===== config.mk =====
export PLATFORM = sky130hd
export DESIGN_NAME = ypd_queue
export DESIGN_NICKNAME = d
export VERILOG_FILES = /design/src/rtl/core/ypd_pkg.sv /design/src/rtl/core/ypd_queue.sv
export SDC_FILE = /design/constraint.sdc
export NUM_CORES = 1
export LEC_CHECK = 0
export BUFFER_PORTS_ARGS = -buffer_cell sky130_fd_sc_hd__buf_2
export CAP_MARGIN = 20
export CORE_MARGIN = 10
export CORE_UTILIZATION = 25
export DETAILED_ROUTE_END_ITERATION = 8
export GPL_ROUTABILITY_DRIVEN = 0
export REMOVE_ABC_BUFFERS = 1
export SYNTH_ARGS = -nofsm -noshare
export SYNTH_HDL_FRONTEND = slang
export SYNTH_SLANG_ARGS = --single-unit

===== constraint.sdc =====
create_clock -name clk -period 8.57 [get_ports clk]
set_input_delay 0.4285 -clock clk [delete_from_list [all_inputs] [get_ports clk]]
set_output_delay 0.4285 -clock clk [all_outputs]
set_load 0.005 [all_outputs]

===== src/rtl/core/ypd_pkg.sv =====
`timescale 1ns / 1ps
// ----------------------------------------------------------------------------
// ypd_pkg: shared types, constants and functions of the yaw/pitch move unit
// Holds the number formats, the quarter-wave sine table (built at elaboration),
// the angle classification and the arithmetic helpers used by several files.
// ----------------------------------------------------------------------------
package ypd_pkg;

  // Angle and table geometry.
  localparam int ANGLE_BITS           = 16;
  localparam int SINE_TABLE_ADDR_BITS = 10;
  localparam int PHASE_BITS           = ANGLE_BITS - 2;
  localparam int ROM_LAST             = 1 << SINE_TABLE_ADDR_BITS;
  localparam int ROM_IW               = SINE_TABLE_ADDR_BITS + 1;
  localparam int ROM_DW               = 17;
  localparam int IDX_SHIFT            = PHASE_BITS - SINE_TABLE_ADDR_BITS;
  localparam int IDX_SHR              = (IDX_SHIFT > 0) ? IDX_SHIFT : 0;
  localparam int IDX_SHL              = (IDX_SHIFT < 0) ? -IDX_SHIFT : 0;
  localparam int IDX_ROUND            = (IDX_SHIFT > 0) ? (1 << (IDX_SHR - 1)) : 0;
  localparam logic [ANGLE_BITS-1:0] QUARTER_TURN = ANGLE_BITS'(1) << PHASE_BITS;

  // Arithmetic widths.
  localparam int FRAC_BITS = 16;
  localparam int COORD_W   = 32;
  localparam int TRIG_W    = ROM_DW + 1;
  localparam int PROD_W    = TRIG_W + COORD_W;
  localparam int SUM_W     = PROD_W + 2;
  localparam int TOT_W     = SUM_W + 1;
  localparam int RND_W     = TOT_W - FRAC_BITS;

  // Queue between the front and the back.
  localparam int QUEUE_DEPTH = 4;
  localparam int QUEUE_AW    = $clog2(QUEUE_DEPTH);

  // Table lookup ports, one per trig value needed by an item.
  localparam int TRIG_PORTS = 4;
  localparam int PORT_CX    = 0;
  localparam int PORT_SX    = 1;
  localparam int PORT_CY    = 2;
  localparam int PORT_SY    = 3;

  localparam longint HALF_PI_Q30 = 64'sd1686629713;

  // The Taylor divisors (2k)(2k+1) are applied as a multiply by a scaled
  // reciprocal. Every term is non-negative and below 2^TAYLOR_N, and each
  // divisor is below 2^9, so the truncated quotient comes out exact.
  localparam int TAYLOR_N    = 40;
  localparam int RECIP_SHIFT = TAYLOR_N + 9;
  localparam logic [63:0] TAYLOR_RECIP [8] = '{
    ((64'd1 << RECIP_SHIFT) / 64'd6)   + 64'd1,
    ((64'd1 << RECIP_SHIFT) / 64'd20)  + 64'd1,
    ((64'd1 << RECIP_SHIFT) / 64'd42)  + 64'd1,
    ((64'd1 << RECIP_SHIFT) / 64'd72)  + 64'd1,
    ((64'd1 << RECIP_SHIFT) / 64'd110) + 64'd1,
    ((64'd1 << RECIP_SHIFT) / 64'd156) + 64'd1,
    ((64'd1 << RECIP_SHIFT) / 64'd210) + 64'd1,
    ((64'd1 << RECIP_SHIFT) / 64'd272) + 64'd1
  };

  typedef logic [ROM_DW-1:0] sine_rom_t [ROM_LAST+1];

  typedef struct packed {
    logic [ROM_IW-1:0] idx;
    logic              neg;
  } trig_sel_t;

  typedef struct packed {
    logic signed [COORD_W-1:0] pos_x;
    logic signed [COORD_W-1:0] pos_y;
    logic signed [COORD_W-1:0] pos_z;
    logic signed [COORD_W-1:0] move_forward;
    logic signed [COORD_W-1:0] move_side;
    logic signed [COORD_W-1:0] move_up;
    trig_sel_t                 sel_cx;
    trig_sel_t                 sel_sx;
    trig_sel_t                 sel_cy;
    trig_sel_t                 sel_sy;
  } ypd_item_t;

  // Sine over the first quadrant by a Taylor series in Q30, rounded to Q16.
  function automatic sine_rom_t build_sine_rom();
    sine_rom_t    rom;
    longint       x;
    longint       x2;
    longint       term;
    longint       sum;
    longint       e;
    logic [127:0] wide;
    for (int i = 0; i <= ROM_LAST; i++) begin
      x    = (HALF_PI_Q30 * longint'(i)) >>> SINE_TABLE_ADDR_BITS;
      x2   = (x * x) >>> 30;
      term = x;
      sum  = x;
      for (int k = 1; k <= 8; k++) begin
        term = (term * x2) >>> 30;
        wide = 128'(term) * 128'(TAYLOR_RECIP[k-1]);
        term = longint'(wide[RECIP_SHIFT +: 64]);
        if ((k & 1) == 1) begin
          sum = sum - term;
        end else begin
          sum = sum + term;
        end
      end
      if (sum < 0) begin
        sum = 0;
      end
      e = (sum + 64'sd8192) >>> 14;
      if (e > 64'sd65536) begin
        e = 64'sd65536;
      end
      rom[i] = ROM_DW'(e);
    end
    return rom;
  endfunction

  localparam sine_rom_t SINE_ROM = build_sine_rom();

  // Splits an angle into a table index and a sign from its quadrant.
  function automatic trig_sel_t angle_to_sel(logic [ANGLE_BITS-1:0] ang);
    trig_sel_t  sel;
    logic [1:0] quad;
    logic [31:0] ix;
    quad = ang[ANGLE_BITS-1 -: 2];
    ix   = ((32'(ang[PHASE_BITS-1:0]) + 32'(IDX_ROUND)) >> IDX_SHR) << IDX_SHL;
    if (ix > 32'(ROM_LAST)) begin
      ix = 32'(ROM_LAST);
    end
    if (quad[0]) begin
      ix = 32'(ROM_LAST) - ix;
    end
    sel.idx = ROM_IW'(ix);
    sel.neg = quad[1];
    return sel;
  endfunction

  function automatic logic signed [TRIG_W-1:0] to_trig(logic [ROM_DW-1:0] mag,
                                                       logic neg);
    logic signed [TRIG_W-1:0] v;
    v = signed'({1'b0, mag});
    return neg ? -v : v;
  endfunction

  // Product of two Q16 trig values, rounded half up to Q16.
  function automatic logic signed [TRIG_W-1:0] trig_mul(logic signed [TRIG_W-1:0] a,
                                                        logic signed [TRIG_W-1:0] b);
    logic signed [2*TRIG_W-1:0] p;
    p = a * b;
    p = p + (2*TRIG_W)'(1 << (FRAC_BITS - 1));
    return TRIG_W'(p >>> FRAC_BITS);
  endfunction

  // Rounds the axis sum to Q16.16, adds the position and saturates.
  function automatic logic signed [COORD_W-1:0] finish_axis(
      logic signed [SUM_W-1:0]   sum,
      logic signed [COORD_W-1:0] pos);
    logic signed [TOT_W-1:0] tot;
    logic signed [RND_W-1:0] r;
    logic signed [COORD_W-1:0] res;
    tot = TOT_W'(sum) + (TOT_W'(pos) <<< FRAC_BITS) + TOT_W'(1 << (FRAC_BITS - 1));
    r   = RND_W'(tot >>> FRAC_BITS);
    if (r[RND_W-1:COORD_W-1] == '0 || r[RND_W-1:COORD_W-1] == '1) begin
      res = r[COORD_W-1:0];
    end else if (r[RND_W-1]) begin
      res = {1'b1, {(COORD_W-1){1'b0}}};
    end else begin
      res = {1'b0, {(COORD_W-1){1'b1}}};
    end
    return res;
  endfunction

endpackage


===== src/rtl/core/ypd_queue.sv =====
`timescale 1ns / 1ps
// ----------------------------------------------------------------------------
// ypd_queue: short FIFO between front and back
// Holds classified items so the front keeps accepting while the back stalls.
// ----------------------------------------------------------------------------
module ypd_queue
  import ypd_pkg::*;
(
  input  logic      clk,
  input  logic      rst,
  input  logic      push,
  input  ypd_item_t push_item,
  output logic      full,
  input  logic      pop,
  output logic      head_valid,
  output ypd_item_t head_item
);

  ypd_item_t             entries [QUEUE_DEPTH];
  logic [QUEUE_AW-1:0]   wr_ptr;
  logic [QUEUE_AW-1:0]   rd_ptr;
  logic [QUEUE_AW:0]     count;

  assign full       = (count == (QUEUE_AW+1)'(QUEUE_DEPTH));
  assign head_valid = (count != '0);
  assign head_item  = entries[rd_ptr];

  always_ff @(posedge clk) begin
    if (rst) begin
      wr_ptr <= '0;
      rd_ptr <= '0;
      count  <= '0;
    end else begin
      if (push) begin
        wr_ptr <= (wr_ptr == QUEUE_AW'(QUEUE_DEPTH - 1)) ? '0 : wr_ptr + 1'b1;
      end
      if (pop) begin
        rd_ptr <= (rd_ptr == QUEUE_AW'(QUEUE_DEPTH - 1)) ? '0 : rd_ptr + 1'b1;
      end
      if (push && !pop) begin
        count <= count + 1'b1;
      end else if (pop && !push) begin
        count <= count - 1'b1;
      end
    end
  end

  always_ff @(posedge clk) begin
    if (push) begin
      entries[wr_ptr] <= push_item;
    end
  end

  a_no_pop_empty: assert property (@(posedge clk) disable iff (rst)
    pop |-> head_valid)
    else $error("queue popped while empty");

  a_no_push_full: assert property (@(posedge clk) disable iff (rst)
    push |-> !full)
    else $error("queue pushed while full");

  a_count_up: assert property (@(posedge clk) disable iff (rst)
    push && !pop |=> count == $past(count) + 1'b1)
    else $error("queue fill count lost a push");

endmodule


==> summary.txt <==
Global route
  – Largest net degree at the start of global routing: 124
  – Vias in the first global route: 18600
  – Antenna violations before repair: 17
  – GRT Total Usage: 0.106
  – First-pass GRT wire length: 126000 um
  – Remaining global-route overflow: 0

Setup path
  – CP max stage delay: 0.84 ns
  – CP max-delay cell: dfxtp_4
  – Critical path class: reg -> out
  – Crit path capture type: output pin
  – Max Fanout on Critical Path: 92
  – Data required, critical path: 8.14 ns
  – CP Launch Type: register
  – Cell Chain, Critical Path: buf_4, buf_12, mux4_2, buf_2
  – Worst path arrival time: 3.87 ns

Placed design
  – Detail Placement HPWL: 52500 um
  – Dpl cell area: 0.0397 sq mm
  – Port bufs: 485
  – Post-Place Cells: 3623

Final layout
  – Layout fillers: 13200
  – Final Util: 0.326
  – Multi-input logic area: 0.00566 sq mm
  – Sequential cell area: 0.0290 sq mm
  – Final Cell Area: 0.0455 sq mm
  – Area grow syn2layout: 29.7%
  – Finished Layout Cells: 4057
  – Nets@finish: 2344
  – Layout cells sized above 1: 0.414

Synthesis
  – Yosys cell types: 17
  – Post-Synth Adder-Cell Area: 0.00271
  – Area of the mapped netlist: 0.0351 sq mm
  – Top-area cell type share of the netlist area: 0.822
  – Warnings, synthesis: 0
  – Largest family of logic cells by synthesized area: multiplexers
  – Synth top area cells: edfxtp_1, mux4_2, buf_6
  – Post-synthesis compound-gate area fraction: 0.000428
  – Post-synthesis xor/xnor area fraction: 0.000499
  – Gate Count Post-Synth: 1298
  – Proportion of synthesized area in mux cells: 0.155
  – Mean post-synth cell area: 27.0 sq um
  – Simple-Gate Fraction of Synth Area: 0.00225
  – Yosys top cell by area: edfxtp_1
  – Number of synthesized register bits: 969
  – Seq/Total Area, Yosys: 0.827

Clock tree
  – Skew-Pair Late Insertion Delay: 0.71 ns
  – Maximum clock insertion buffer count: 3
  – Clock Pin Slew Worst Setup and Hold Paths: 0.06 ns
  – Setup repair bufs after CTS: 0
  – # clock sinks: 969
  – H-Tree Depth: 3
  – CTS tree: done
  – Root buf cell: clkbuf_16
  – Clock buffer count from CTS: 103

Die
  – Core Region: 0.140 sq mm
  – Die ar.: 0.156 sq mm
  – Die H: 395 um
  – Die Span X: 395 um
  – Initial Utilization: 0.251
  – Row count: 137
  – Ports: 486

Routing
  – Final WL: 83900 um
  – DR DRC count: 0
  – Post-route ant nets: 0
  – DRT Pass-1 Iters: 4
  – Vias per cell: 4.14
  – Routed len/inst: 20.7 um
  – Drt initial violations: 1041
  – Via count: 16800

Timing
  – Max_slew headroom: 0.193
  – F_max: 232 MHz
  – # setup viols final: 0
  – RSZ-0062 raised after global routing: no
  – Fin crit period: 4.30 ns
  – Slew @ Worst Pin: 1.21 ns
  – Final hold vios: 0
  – Worst clock skew: 0.0325 ns
  – Final Max Tran Viols: 0
  – Final period util: 0.502

Pwr
  – Worst vdd ir: 187 uV
  – PwrDens: 238 mW/mm^2
  – P_leak: 15.0 nW

Outcome
  – Status: finished clean

Flow run
  – Max-cap viol count: 0

Min path
  – Hold WC Path Type: in -> reg
[kinds of logic after synthesis]
family | after synthesis
xor gates and xnor gates | 2
muxes | 244
AOI/OAI and AO/OA | 3
adders and majority gates | 7
DFF | 969
and+or+nand+nor | 15
buffers and inverters | 58
[state kept, by name, summed over array words and instances (netlist names), named ones only]
register  count
count         3
wr_ptr        2
entries     960
rd_ptr        2
[routing by layer]
layer | track usage | vias to the layer above | routed length [um]
met5 | 0 | - | 49
met4 | 0.0365 | 8 | 2120
met3 | 0.0345 | 125 | 6390
met2 | 0.177 | 554 | 42000
met1 | 0.128 | 8850 | 33300
li1 | - | 7279 | -
[path summary, 6_finish.rpt]
path	cells after the start	end	startpoint	slack, ns
min	3	register	pop	0.13
max	4	head_item[47]	register	4.27
min reg2reg	2	count[2]	count[2]	0.51
max reg2reg	4	entries[3][199]	wr_ptr[0]	5.59
[placed cells by master, fill, tap and decap left out, types with 2 or more instances in the layout]
cell / Yosys / final
a21oi_1: 2 / 2
and2_4: 0 / 4
buf_12: 0 / 7
buf_2: 25 / 485
buf_4: 0 / 11
bufinv_16: 0 / 11
clkbuf_1: 6 / 17
clkbuf_16: 0 / 105
clkinv_1: 0 / 18
clkinv_2: 0 / 16
clkinv_4: 0 / 5
clkinvlp_4: 0 / 2
dfxtp_1: 9 / 7
dfxtp_4: 0 / 2
diode_2: 0 / 8
dlygate4sd3_1: 0 / 241
edfxtp_1: 960 / 960
ha_1: 6 / 6
inv_1: 4 / 4
inv_6: 0 / 6
inv_8: 0 / 2
mux2i_1: 4 / 4
mux4_2: 240 / 240
nor2_1: 7 / 7
nor3b_1: 2 / 2
or3_1: 2 / 2
xor2_1: 2 / 2
[layout make-up]
class	count	share of cell area
antenna	8	0.000440
clock buffer	122	0.0592
clock inverter	63	0.0149
inverter	4	0.000330
multi-input combinational	271	0.124
sequential	969	0.638
tap	1876	0.0516
timing repair buffer	744	0.111
[worst max-delay path: cells and delay by family (launching register included)]
| kind | cells | cell delay, ns |
|---|---|---|
| multiplexers | 1 | 0.65 |
| buffers and inverters | 3 | 1.42 |
| flip-flops | 1 | 0.84 |
[power breakdown]
part | total [W] | switching (W) | internal [W]
clock | 0.00441 | 0.00183 | 0.00258
combinational | 0.000918 | 0.000473 | 0.000445
sequential | 0.00549 | 0.0000554 | 0.00544
total | 0.0108 | 0.00236 | 0.00847
[cell usage after synthesis]
cell	n
nor3b_1	2
nor2_1	7
and2_1	4
dfxtp_1	9
edfxtp_1	960
xor2_1	2
fa_1	1
mux2i_1	4
or3_1	2
inv_1	4
buf_2	25
ha_1	6
a21oi_1	2
mux4_2	240
buf_6	23
clkbuf_1	6
o21ai_0	1
[stage by stage]
step | setup TNS [ns] | hold slack [ns] | setup slack [ns] | power, W
6_report | 0 | 0.127 | 4.27 | 0.0108
2_1_floorplan | -592.80 | 0.455 | -2.47 | 0.00614
3_3_place_gp | 0 | 0.473 | 4.86 | 0.00642
4_1_cts | 0 | 0.0449 | 4.07 | 0.0110
3_5_place_dp | 0 | 0.500 | 4.85 | 0.00645
5_1_grt | 0 | 0.125 | 3.87 | 0.0113
[repair_timing]
item	in CTS	in global routing
resized for setup	0	0
endpoints found under the hold margin	969	0
setup endpoints to repair	0	0
hold buffers	241	0
Power figures use the tool's default switching activity.
