### config.mk
export PLATFORM = sky130hd
export DESIGN_NAME = ypd_front_flat
export DESIGN_NICKNAME = d
export VERILOG_FILES = /design/src/rtl/core/ypd_pkg.sv /design/src/rtl/core/ypd_if.sv /design/src/rtl/core/ypd_front.sv /design/src/flat_wrapper.sv
export SDC_FILE = /design/constraint.sdc
export NUM_CORES = 1
export LEC_CHECK = 0
export BUFFER_PORTS_ARGS = -buffer_cell sky130_fd_sc_hd__buf_2
export CORE_AREA = 3 3 180 182
export DETAILED_ROUTE_END_ITERATION = 8
export DIE_AREA = 0 0 183 185
export PLACE_DENSITY = 0.42
export SYNTH_ARGS = -nofsm -noshare
export SYNTH_HDL_FRONTEND = slang
export SYNTH_SLANG_ARGS = --single-unit
### constraint.sdc
create_clock -name vclk -period 4.38
set_input_delay 0.657 -clock vclk [all_inputs]
set_output_delay 0.657 -clock vclk [all_outputs]
set_load 0.01 [all_outputs]
### src/rtl/core/ypd_pkg.sv
`timescale 1ns / 1ps
// ----------------------------------------------------------------------------
// ypd_pkg: shared types, constants and functions of the yaw/pitch move unit
// Holds the number formats, the quarter-wave sine table (built at elaboration),
// the angle classification and the arithmetic helpers used by several files.
// ----------------------------------------------------------------------------
package ypd_pkg;

  // Angle and table geometry.
  localparam int ANGLE_BITS           = 16;
  localparam int SINE_TABLE_ADDR_BITS = 10;
  localparam int PHASE_BITS           = ANGLE_BITS - 2;
  localparam int ROM_LAST             = 1 << SINE_TABLE_ADDR_BITS;
  localparam int ROM_IW               = SINE_TABLE_ADDR_BITS + 1;
  localparam int ROM_DW               = 17;
  localparam int IDX_SHIFT            = PHASE_BITS - SINE_TABLE_ADDR_BITS;
  localparam int IDX_SHR              = (IDX_SHIFT > 0) ? IDX_SHIFT : 0;
  localparam int IDX_SHL              = (IDX_SHIFT < 0) ? -IDX_SHIFT : 0;
  localparam int IDX_ROUND            = (IDX_SHIFT > 0) ? (1 << (IDX_SHR - 1)) : 0;
  localparam logic [ANGLE_BITS-1:0] QUARTER_TURN = ANGLE_BITS'(1) << PHASE_BITS;

  // Arithmetic widths.
  localparam int FRAC_BITS = 16;
  localparam int COORD_W   = 32;
  localparam int TRIG_W    = ROM_DW + 1;
  localparam int PROD_W    = TRIG_W + COORD_W;
  localparam int SUM_W     = PROD_W + 2;
  localparam int TOT_W     = SUM_W + 1;
  localparam int RND_W     = TOT_W - FRAC_BITS;

  // Queue between the front and the back.
  localparam int QUEUE_DEPTH = 4;
  localparam int QUEUE_AW    = $clog2(QUEUE_DEPTH);

  // Table lookup ports, one per trig value needed by an item.
  localparam int TRIG_PORTS = 4;
  localparam int PORT_CX    = 0;
  localparam int PORT_SX    = 1;
  localparam int PORT_CY    = 2;
  localparam int PORT_SY    = 3;

  localparam longint HALF_PI_Q30 = 64'sd1686629713;

  // The Taylor divisors (2k)(2k+1) are applied as a multiply by a scaled
  // reciprocal. Every term is non-negative and below 2^TAYLOR_N, and each
  // divisor is below 2^9, so the truncated quotient comes out exact.
  localparam int TAYLOR_N    = 40;
  localparam int RECIP_SHIFT = TAYLOR_N + 9;
  localparam logic [63:0] TAYLOR_RECIP [8] = '{
    ((64'd1 << RECIP_SHIFT) / 64'd6)   + 64'd1,
    ((64'd1 << RECIP_SHIFT) / 64'd20)  + 64'd1,
    ((64'd1 << RECIP_SHIFT) / 64'd42)  + 64'd1,
    ((64'd1 << RECIP_SHIFT) / 64'd72)  + 64'd1,
    ((64'd1 << RECIP_SHIFT) / 64'd110) + 64'd1,
    ((64'd1 << RECIP_SHIFT) / 64'd156) + 64'd1,
    ((64'd1 << RECIP_SHIFT) / 64'd210) + 64'd1,
    ((64'd1 << RECIP_SHIFT) / 64'd272) + 64'd1
  };

  typedef logic [ROM_DW-1:0] sine_rom_t [ROM_LAST+1];

  typedef struct packed {
    logic [ROM_IW-1:0] idx;
    logic              neg;
  } trig_sel_t;

  typedef struct packed {
    logic signed [COORD_W-1:0] pos_x;
    logic signed [COORD_W-1:0] pos_y;
    logic signed [COORD_W-1:0] pos_z;
    logic signed [COORD_W-1:0] move_forward;
    logic signed [COORD_W-1:0] move_side;
    logic signed [COORD_W-1:0] move_up;
    trig_sel_t                 sel_cx;
    trig_sel_t                 sel_sx;
    trig_sel_t                 sel_cy;
    trig_sel_t                 sel_sy;
  } ypd_item_t;

  // Sine over the first quadrant by a Taylor series in Q30, rounded to Q16.
  function automatic sine_rom_t build_sine_rom();
    sine_rom_t    rom;
    longint       x;
    longint       x2;
    longint       term;
    longint       sum;
    longint       e;
    logic [127:0] wide;
    for (int i = 0; i <= ROM_LAST; i++) begin
      x    = (HALF_PI_Q30 * longint'(i)) >>> SINE_TABLE_ADDR_BITS;
      x2   = (x * x) >>> 30;
      term = x;
      sum  = x;
      for (int k = 1; k <= 8; k++) begin
        term = (term * x2) >>> 30;
        wide = 128'(term) * 128'(TAYLOR_RECIP[k-1]);
        term = longint'(wide[RECIP_SHIFT +: 64]);
        if ((k & 1) == 1) begin
          sum = sum - term;
        end else begin
          sum = sum + term;
        end
      end
      if (sum < 0) begin
        sum = 0;
      end
      e = (sum + 64'sd8192) >>> 14;
      if (e > 64'sd65536) begin
        e = 64'sd65536;
      end
      rom[i] = ROM_DW'(e);
    end
    return rom;
  endfunction

  localparam sine_rom_t SINE_ROM = build_sine_rom();

  // Splits an angle into a table index and a sign from its quadrant.
  function automatic trig_sel_t angle_to_sel(logic [ANGLE_BITS-1:0] ang);
    trig_sel_t  sel;
    logic [1:0] quad;
    logic [31:0] ix;
    quad = ang[ANGLE_BITS-1 -: 2];
    ix   = ((32'(ang[PHASE_BITS-1:0]) + 32'(IDX_ROUND)) >> IDX_SHR) << IDX_SHL;
    if (ix > 32'(ROM_LAST)) begin
      ix = 32'(ROM_LAST);
    end
    if (quad[0]) begin
      ix = 32'(ROM_LAST) - ix;
    end
    sel.idx = ROM_IW'(ix);
    sel.neg = quad[1];
    return sel;
  endfunction

  function automatic logic signed [TRIG_W-1:0] to_trig(logic [ROM_DW-1:0] mag,
                                                       logic neg);
    logic signed [TRIG_W-1:0] v;
    v = signed'({1'b0, mag});
    return neg ? -v : v;
  endfunction

  // Product of two Q16 trig values, rounded half up to Q16.
  function automatic logic signed [TRIG_W-1:0] trig_mul(logic signed [TRIG_W-1:0] a,
                                                        logic signed [TRIG_W-1:0] b);
    logic signed [2*TRIG_W-1:0] p;
    p = a * b;
    p = p + (2*TRIG_W)'(1 << (FRAC_BITS - 1));
    return TRIG_W'(p >>> FRAC_BITS);
  endfunction

  // Rounds the axis sum to Q16.16, adds the position and saturates.
  function automatic logic signed [COORD_W-1:0] finish_axis(
      logic signed [SUM_W-1:0]   sum,
      logic signed [COORD_W-1:0] pos);
    logic signed [TOT_W-1:0] tot;
    logic signed [RND_W-1:0] r;
    logic signed [COORD_W-1:0] res;
    tot = TOT_W'(sum) + (TOT_W'(pos) <<< FRAC_BITS) + TOT_W'(1 << (FRAC_BITS - 1));
    r   = RND_W'(tot >>> FRAC_BITS);
    if (r[RND_W-1:COORD_W-1] == '0 || r[RND_W-1:COORD_W-1] == '1) begin
      res = r[COORD_W-1:0];
    end else if (r[RND_W-1]) begin
      res = {1'b1, {(COORD_W-1){1'b0}}};
    end else begin
      res = {1'b0, {(COORD_W-1){1'b1}}};
    end
    return res;
  endfunction

endpackage

### src/rtl/core/ypd_if.sv
`timescale 1ns / 1ps
// ----------------------------------------------------------------------------
// ypd_if: valid/ready channels of the yaw/pitch move unit
// The command channel carries one move request, the result channel carries
// the moved position.
// ----------------------------------------------------------------------------
interface ypd_cmd_if;
  logic               valid;
  logic               ready;
  logic signed [31:0] pos_x;
  logic signed [31:0] pos_y;
  logic signed [31:0] pos_z;
  logic        [15:0] yaw;
  logic        [15:0] pitch;
  logic signed [31:0] move_forward;
  logic signed [31:0] move_side;
  logic signed [31:0] move_up;

  modport source (output valid, pos_x, pos_y, pos_z, yaw, pitch,
                  move_forward, move_side, move_up, input ready);
  modport sink (input valid, pos_x, pos_y, pos_z, yaw, pitch,
                move_forward, move_side, move_up, output ready);
endinterface


### src/rtl/core/ypd_front.sv
`timescale 1ns / 1ps
// ----------------------------------------------------------------------------
// ypd_front: command intake and angle classification
// Accepts a command transaction when the queue has room and turns yaw and
// pitch into sine table selections for the four trig values.
// ----------------------------------------------------------------------------
module ypd_front
  import ypd_pkg::*;
(
  ypd_cmd_if.sink   cmd,
  input  logic      full,
  output logic      push,
  output ypd_item_t push_item
);

  logic [ANGLE_BITS-1:0] yaw_ang;
  logic [ANGLE_BITS-1:0] pitch_ang;

  assign cmd.ready = !full;
  assign push      = cmd.valid && !full;

  assign yaw_ang   = ANGLE_BITS'(cmd.yaw);
  assign pitch_ang = ANGLE_BITS'(cmd.pitch);

  always_comb begin
    push_item.pos_x        = cmd.pos_x;
    push_item.pos_y        = cmd.pos_y;
    push_item.pos_z        = cmd.pos_z;
    push_item.move_forward = cmd.move_forward;
    push_item.move_side    = cmd.move_side;
    push_item.move_up      = cmd.move_up;
    // Cosine is the sine a quarter turn further on.
    push_item.sel_cx       = angle_to_sel(yaw_ang + QUARTER_TURN);
    push_item.sel_sx       = angle_to_sel(yaw_ang);
    push_item.sel_cy       = angle_to_sel(pitch_ang + QUARTER_TURN);
    push_item.sel_sy       = angle_to_sel(pitch_ang);
  end

endmodule

### src/flat_wrapper.sv
// flat-port wrapper written by rule: the top's interface ports become plain ports
module ypd_front_flat import ypd_pkg::*;
  (full, push, push_item, cmd_valid, cmd_pos_x, cmd_pos_y, cmd_pos_z, cmd_yaw, cmd_pitch, cmd_move_forward, cmd_move_side, cmd_move_up, cmd_ready);
  ypd_cmd_if cmd_i ();
  input  logic full;
  output logic push;
  output ypd_item_t push_item;
  input wire logic [$bits(cmd_i.valid)-1:0] cmd_valid;
  input wire logic [$bits(cmd_i.pos_x)-1:0] cmd_pos_x;
  input wire logic [$bits(cmd_i.pos_y)-1:0] cmd_pos_y;
  input wire logic [$bits(cmd_i.pos_z)-1:0] cmd_pos_z;
  input wire logic [$bits(cmd_i.yaw)-1:0] cmd_yaw;
  input wire logic [$bits(cmd_i.pitch)-1:0] cmd_pitch;
  input wire logic [$bits(cmd_i.move_forward)-1:0] cmd_move_forward;
  input wire logic [$bits(cmd_i.move_side)-1:0] cmd_move_side;
  input wire logic [$bits(cmd_i.move_up)-1:0] cmd_move_up;
  output wire logic [$bits(cmd_i.ready)-1:0] cmd_ready;
  assign cmd_i.valid = cmd_valid;
  assign cmd_i.pos_x = cmd_pos_x;
  assign cmd_i.pos_y = cmd_pos_y;
  assign cmd_i.pos_z = cmd_pos_z;
  assign cmd_i.yaw = cmd_yaw;
  assign cmd_i.pitch = cmd_pitch;
  assign cmd_i.move_forward = cmd_move_forward;
  assign cmd_i.move_side = cmd_move_side;
  assign cmd_i.move_up = cmd_move_up;
  assign cmd_ready = cmd_i.ready;
  ypd_front u_core (.cmd(cmd_i), .full(full), .push(push), .push_item(push_item));
endmodule
==> flow_metrics.py, run 1 <==
metrics = {
    "die": {
        "rows": 64,
        "start_util": 0.101,
        "die_w_um": 183,
        "dieArea_um2": 33900,
        "die_h_um": 185,
        "core_region_area_um2": 30700,
        "num_io_pins": 468,
    },
    "synthesis": {
        "synth.distinct_cells": 49,
        "synth_area_leaders": "buf_4 47%, xnor2_1 8.1%, xor2_1 3.9%",
        "syn_area_per_cell_um2": 6.89,
        "syn_inst": 453,
        "synth_nets": 683,
        "ys_seq_area_frac": 0,
        "ys_warn_count": 0,
        "synth.top_cell.area_share": 0.474,
        "synth_top_area_cell": "buf_4",
        "netlist_area_um2": 3120,
    },
    "route": {
        "wire_per_inst_um": 14.2,
        "avgViaCountPerCell": 3.31,
        "drt_iter0_drc": 146,
        "wl_um": 10200,
        "ant_nets": 0,
        "vias": 2386,
        "dr.pass1.iters": 4,
        "drcViolationCount": 0,
    },
    "place": {
        "dp_slack_ns": 0.323,
        "place_area_um2": 2500,
        "io_buffer_count": 78,
        "gp_congestion": 0.762,
        "hpwl_um": 8510,
    },
    "pwr": {
        "p_per_area_nw_per_um2": 100,
        "p_total_mw": 0.250,
        "peakVddDrop_mv": 0.0326,
        "p_leak_nw": 0.945,
    },
    "final_layout": {
        "syn_to_final_growth_pct": -20.0,
        "flops_and_latches": 0,
        "finalNetCount": 556,
        "postLayoutCellArea_um2": 2500,
        "diodes": 0,
        "fill_cells": 3660,
        "seq_area_um2": 0,
        "layout-drive-gt1-share": 0.296,
        "multi_input_area_um2": 1520,
        "clkbuf_count": 0,
    },
    "timing": {
        "max_freq_mhz": 247,
        "setup_violations": 0,
        "slew_headroom": 0.543,
        "rsz0062_at_grt": "false",
        "finalHoldViolations": 0,
        "fin_crit_ns": 4.05,
        "period_share": 0.926,
        "setup_slack_ns": 0.325,
        "finalSetupTns_ns": 0,
        "worstMarginPinSlew_ns": 0.681,
        "slew_viol_final": 0,
    },
    "clocking": {
        "cts_setup_buffers": 0,
        "post_cts_resized": 0,
        "hold_buffers": 0,
    },
    "worst_setup_path": {
        "crit_path_start": "cmd_pitch[5]",
        "critPathCaptureType": "primary output",
        "critPathMaxFanout": 9,
        "critPathLaunchType": "primary input",
        "critPathArrivalTime_ns": 3.40,
        "crit_required_ns": 3.72,
        "worstSetupPathType": "primary input to primary output",
    },
    "outcome": {
        "status": "finished, final reports clean",
    },
    "hold_path": {
        "min_from": "cmd_move_side[20]",
        "hold_class": "primary input to primary output",
    },
    "global_route": {
        "grtUsageTotal": 0.0527,
        "grt_max_degree": 19,
        "grt-ovfl-total": 0,
        "antenna_found_initial": 0,
        "grt_pass1_vias": 2306,
        "grt_pass1_wl_um": 14200,
    },
    "flow_run": {
        "max_cap_violations": 0,
    },
}
placed cells by master, fill, tap and decap left out, types with 9 or more instances in the layout:
cell and instances:
buf_2 78, xnor2_1 29, nand2_1 27, nor2_1 20, o21ai_0 17, xor2_1 14, inv_1 11, nand3_1 11
nand4_1 10, and3_1 9, a21oi_1 9
path summary, 6_finish.rpt:
check | depth (start not counted) | to
worst max-delay path | 13 | push_item[11]
worst min-delay path | 0 | push_item[100]
synth_stat cells, types with 3 or more instances:
master    count
nand2_1      27
inv_1        11
xor2_1       14
buf_4       197
xnor2_1      29
and3_1        9
o32ai_1       6
o21a_1        6
a31oi_1       7
nor3_1        6
buf_2         9
clkbuf_1      7
nand2b_1      3
nand3_1      11
mux2i_1       5
nand4_1      10
nor2_1       20
o21ai_0      17
ha_1          4
a21oi_1       9
a211oi_1      4
worst max-delay path, stage by stage:
cell	delay [ns]
buf_2	0.18
nand3_2	0.16
or3_2	0.43
a31oi_1	0.33
o41ai_1	0.15
and2_1	0.22
inv_1	0.07
ha_1	0.16
nand2_1	0.07
a211oi_1	0.46
nand4_1	0.18
mux2i_1	0.17
buf_2	0.15
power by group:
part           total [mW]  switching [mW]  internal, mW
Sequential              0               0             0
Clock                   0               0             0
Combinational       0.250           0.149         0.101
cells by family (layout without fill, tap and decap cells):
group                    after synthesis  in the layout  synth area share
XOR/XNOR                              43             43             0.121
AND/OR/NAND/NOR                      107            107             0.178
multiplexers                           5              5            0.0160
AO/OA/AOI/OAI                         69             69             0.156
buffers and inverters                225             96             0.514
adder cells (fa/ha/maj)                4              4            0.0160
layer usage:
metal / wire length (um) / vias to the layer above / global-route usage / share of wire
met2: 4260 / 186 / 0.0748 / 0.42
li1: - / 1070 / - / -
met5: 0 / - / 0.0171 / 0
met4: 1030 / 0 / 0.0533 / 0.10
met3: 1710 / 110 / 0.0295 / 0.17
met1: 3210 / 1020 / 0.0518 / 0.31
metrics by stage:
| stage | std cells | hold WS (ns) | util |
|---|---|---|---|
| 2_1_floorplan | 453 | 1.36 | - |
| 3_3_place_gp | 720 | 1.31 | 0.0812 |
| 3_5_place_dp | 720 | 1.31 | 0.0812 |
| 4_1_cts | 720 | 1.31 | 0.0812 |
| 5_1_grt | 720 | 1.31 | 0.0812 |
| 6_report | 720 | 1.31 | 0.0812 |
cell type report:
class	instances	share of cell area
multi-input cells	228	0.608
repair buffers	85	0.177
inverters	11	0.0165
well taps	396	0.198
Note: power is estimated with default switching activity, not from simulation.
==> run 2, diff against run 1 <==
ABC_AREA = 1   (was not set)
CORE_AREA = 3 3 182 184   (was 3 3 180 182)
DIE_AREA = 0 0 185 187   (was 0 0 183 185)
RECOVER_POWER = 100   (was not set)
==> run 2 against run 1 <==
  * Cell area shrank 0.85%
  * Cell count grew 15%
  * Fmax grew 3.8%
  * Critical endpoint is now push_item[23]
==> flow_metrics.py, run 2 <==
metrics = {
    "outcome": {
        "status": "finished, final reports clean",
    },
    "timing": {
        "worstMarginPinSlew_ns": 0.913,
        "finalSetupTns_ns": 0,
        "setup_violations": 0,
        "rsz0062_at_grt": "false",
        "period_share": 0.892,
        "max_freq_mhz": 256,
        "finalHoldViolations": 0,
        "slew_viol_final": 0,
        "slew_headroom": 0.391,
        "fin_crit_ns": 3.91,
    },
    "worst_setup_path": {
        "path_buf_inv": 5,
        "max_stage_delay_ns": 0.23,
        "cpMostUsedCell": "nand2_1",
        "crit_required_ns": 3.72,
        "critPathCaptureType": "primary output",
        "critPathArrivalTime_ns": 3.25,
        "critPathMaxFanout": 6,
        "slowest_stage": "ha_1",
        "path_cells": "buf_2 > ha_1 > nand3_1 > nor2_2 > nand2_1 > nand2_1 > nand2_1 > nor2_1 > nand3_2 > nand2_1 > inv_2 > nor2_1 > inv_1 > ha_1 > inv_1 > nor2_1 > nand2_2 > nor2_4 > nand3_1 > nand2_1 > a21oi_1 > buf_2",
        "critPathLaunchType": "primary input",
        "worstSetupPathType": "primary input to primary output",
        "path_delay_family": "simple AND/OR/NAND/NOR gates",
    },
    "route": {
        "wl_met2_um": 4610,
        "avgViaCountPerCell": 3.21,
        "dr.pass1.iters": 4,
        "wire_per_inst_um": 12.3,
        "met1_length_um": 2640,
        "ant_nets": 0,
        "drt_iter0_drc": 68,
        "routed.top_layer": "met4",
        "drcViolationCount": 0,
        "wl_um": 10200,
        "dr_wl_met3_um": 1780,
        "vias": 2658,
    },
    "final_layout": {
        "final_cells": 829,
        "syn_to_final_growth_pct": -21.9,
        "clkbuf_count": 0,
        "diodes": 0,
        "seq_area_um2": 0,
        "layout_commonest_cell": "nand2_1",
        "flops_and_latches": 0,
        "mostFrequentLayoutCells": "133 x nand2_1, 59 x inv_1, 43 x buf_2, 35 x clkbuf_1, 32 x nand3_1",
        "layout-drive-gt1-share": 0.166,
        "finalNetCount": 659,
    },
    "global_route": {
        "grtUsageTotal": 0.0525,
        "grt_max_degree": 23,
        "grt_pass1_vias": 2457,
        "grt-ovfl-total": 0,
        "grt_pass1_wl_um": 14100,
        "antenna_found_initial": 0,
    },
    "clocking": {
        "hold_buffers": 0,
        "post_cts_resized": 0,
        "cts_setup_buffers": 0,
    },
    "die": {
        "die_h_um": 187,
        "num_io_pins": 468,
        "dieArea_um2": 34600,
        "core_region_area_um2": 31600,
        "die_w_um": 185,
        "start_util": 0.100,
        "rows": 65,
    },
    "pwr": {
        "peakVddDrop_mv": 0.0241,
        "p_leak_nw": 1.15,
        "p_per_area_nw_per_um2": 87.1,
    },
    "synthesis": {
        "ys_seq_area_frac": 0,
        "synth.top_cell.area_share": 0.467,
        "syn_area_per_cell_um2": 5.72,
        "synth.most_common_cell": "buf_4",
        "ys_warn_count": 0,
        "synth_nets": 784,
        "synth.distinct_cells": 25,
        "synth_area_leaders": "buf_4 47%, nand2_1 15%, inv_1 7.0%",
        "syn_inst": 554,
        "netlist_area_um2": 3170,
        "synth_top_area_cell": "buf_4",
        "synthTopCellsByCount": "197 x buf_4, 129 x nand2_1, 59 x inv_1, 31 x nand3_1, 28 x nor2_1",
    },
    "flow_run": {
        "max_cap_violations": 0,
    },
    "place": {
        "gp_congestion": 0.759,
        "io_buffer_count": 78,
        "hpwl_um": 8870,
        "dp_cells": 829,
    },
    "hold_path": {
        "hold_class": "primary input to primary output",
    },
}
run 2: changes by cell type after synthesis, moves of 8 or more:
cell and change:
inv_1 +48, nor2_2 +8, o21ai_0 +10, o21ai_1 +8, xnor2_1 -29, nand3_1 +20, nor2_1 +8, nand2_2 +13
nand2_1 +102, and3_1 -9
run 2: kinds of logic (layout without fill, tap and decap cells):
group                      after synthesis  after routing  share of synthesized area
and+or+nand+nor                        231            231                      0.335
adders and majority gates                4              4                     0.0158
buffers and inverters                  265            138                      0.548
xor gates and xnor gates                 9              9                     0.0249
AOI/OAI and AO/OA                       45             45                     0.0758
run 2: final cells by class:
class / count / area (um2)
tap: 402 / 503
fill: 3820 / 29100
inverter: 60 / 225
multi-input combinational: 289 / 1400
timing repair buffer: 78 / 347
run 2: per-stage QoR:
stage	setup slack (ns)	hold WS [ns]	instance area, um2	total power, mW	utilization
6_report	0.475	1.31	2470	0.216	0.0784
5_1_grt	0.112	1.31	2470	0.246	0.0784
4_1_cts	0.449	1.31	2550	0.230	0.0808
3_5_place_dp	0.452	1.31	2550	0.229	0.0808
3_3_place_gp	0.501	1.31	2550	0.228	0.0808
2_1_floorplan	0.990	1.36	3170	0.321	-
run 2: final timing paths:
check / start / cells after the start / slack (ns) / to
min: cmd_move_side[23] / 0 / 1.31 / push_item[103]
max: cmd_pitch[3] / 22 / 0.47 / push_item[23]
run 2: report_power, final:
group | internal, mW | switching [mW]
registers | 0 | 0
logic | 0.0704 | 0.145
clock network | 0 | 0
total | 0.0704 | 0.145
run 2: routing by layer:
layer	vias up	global-route usage
met5	-	0.00857
li1	1255	-
met2	247	0.0904
met4	0	0.0525
met1	1048	0.0375
met3	108	0.0313
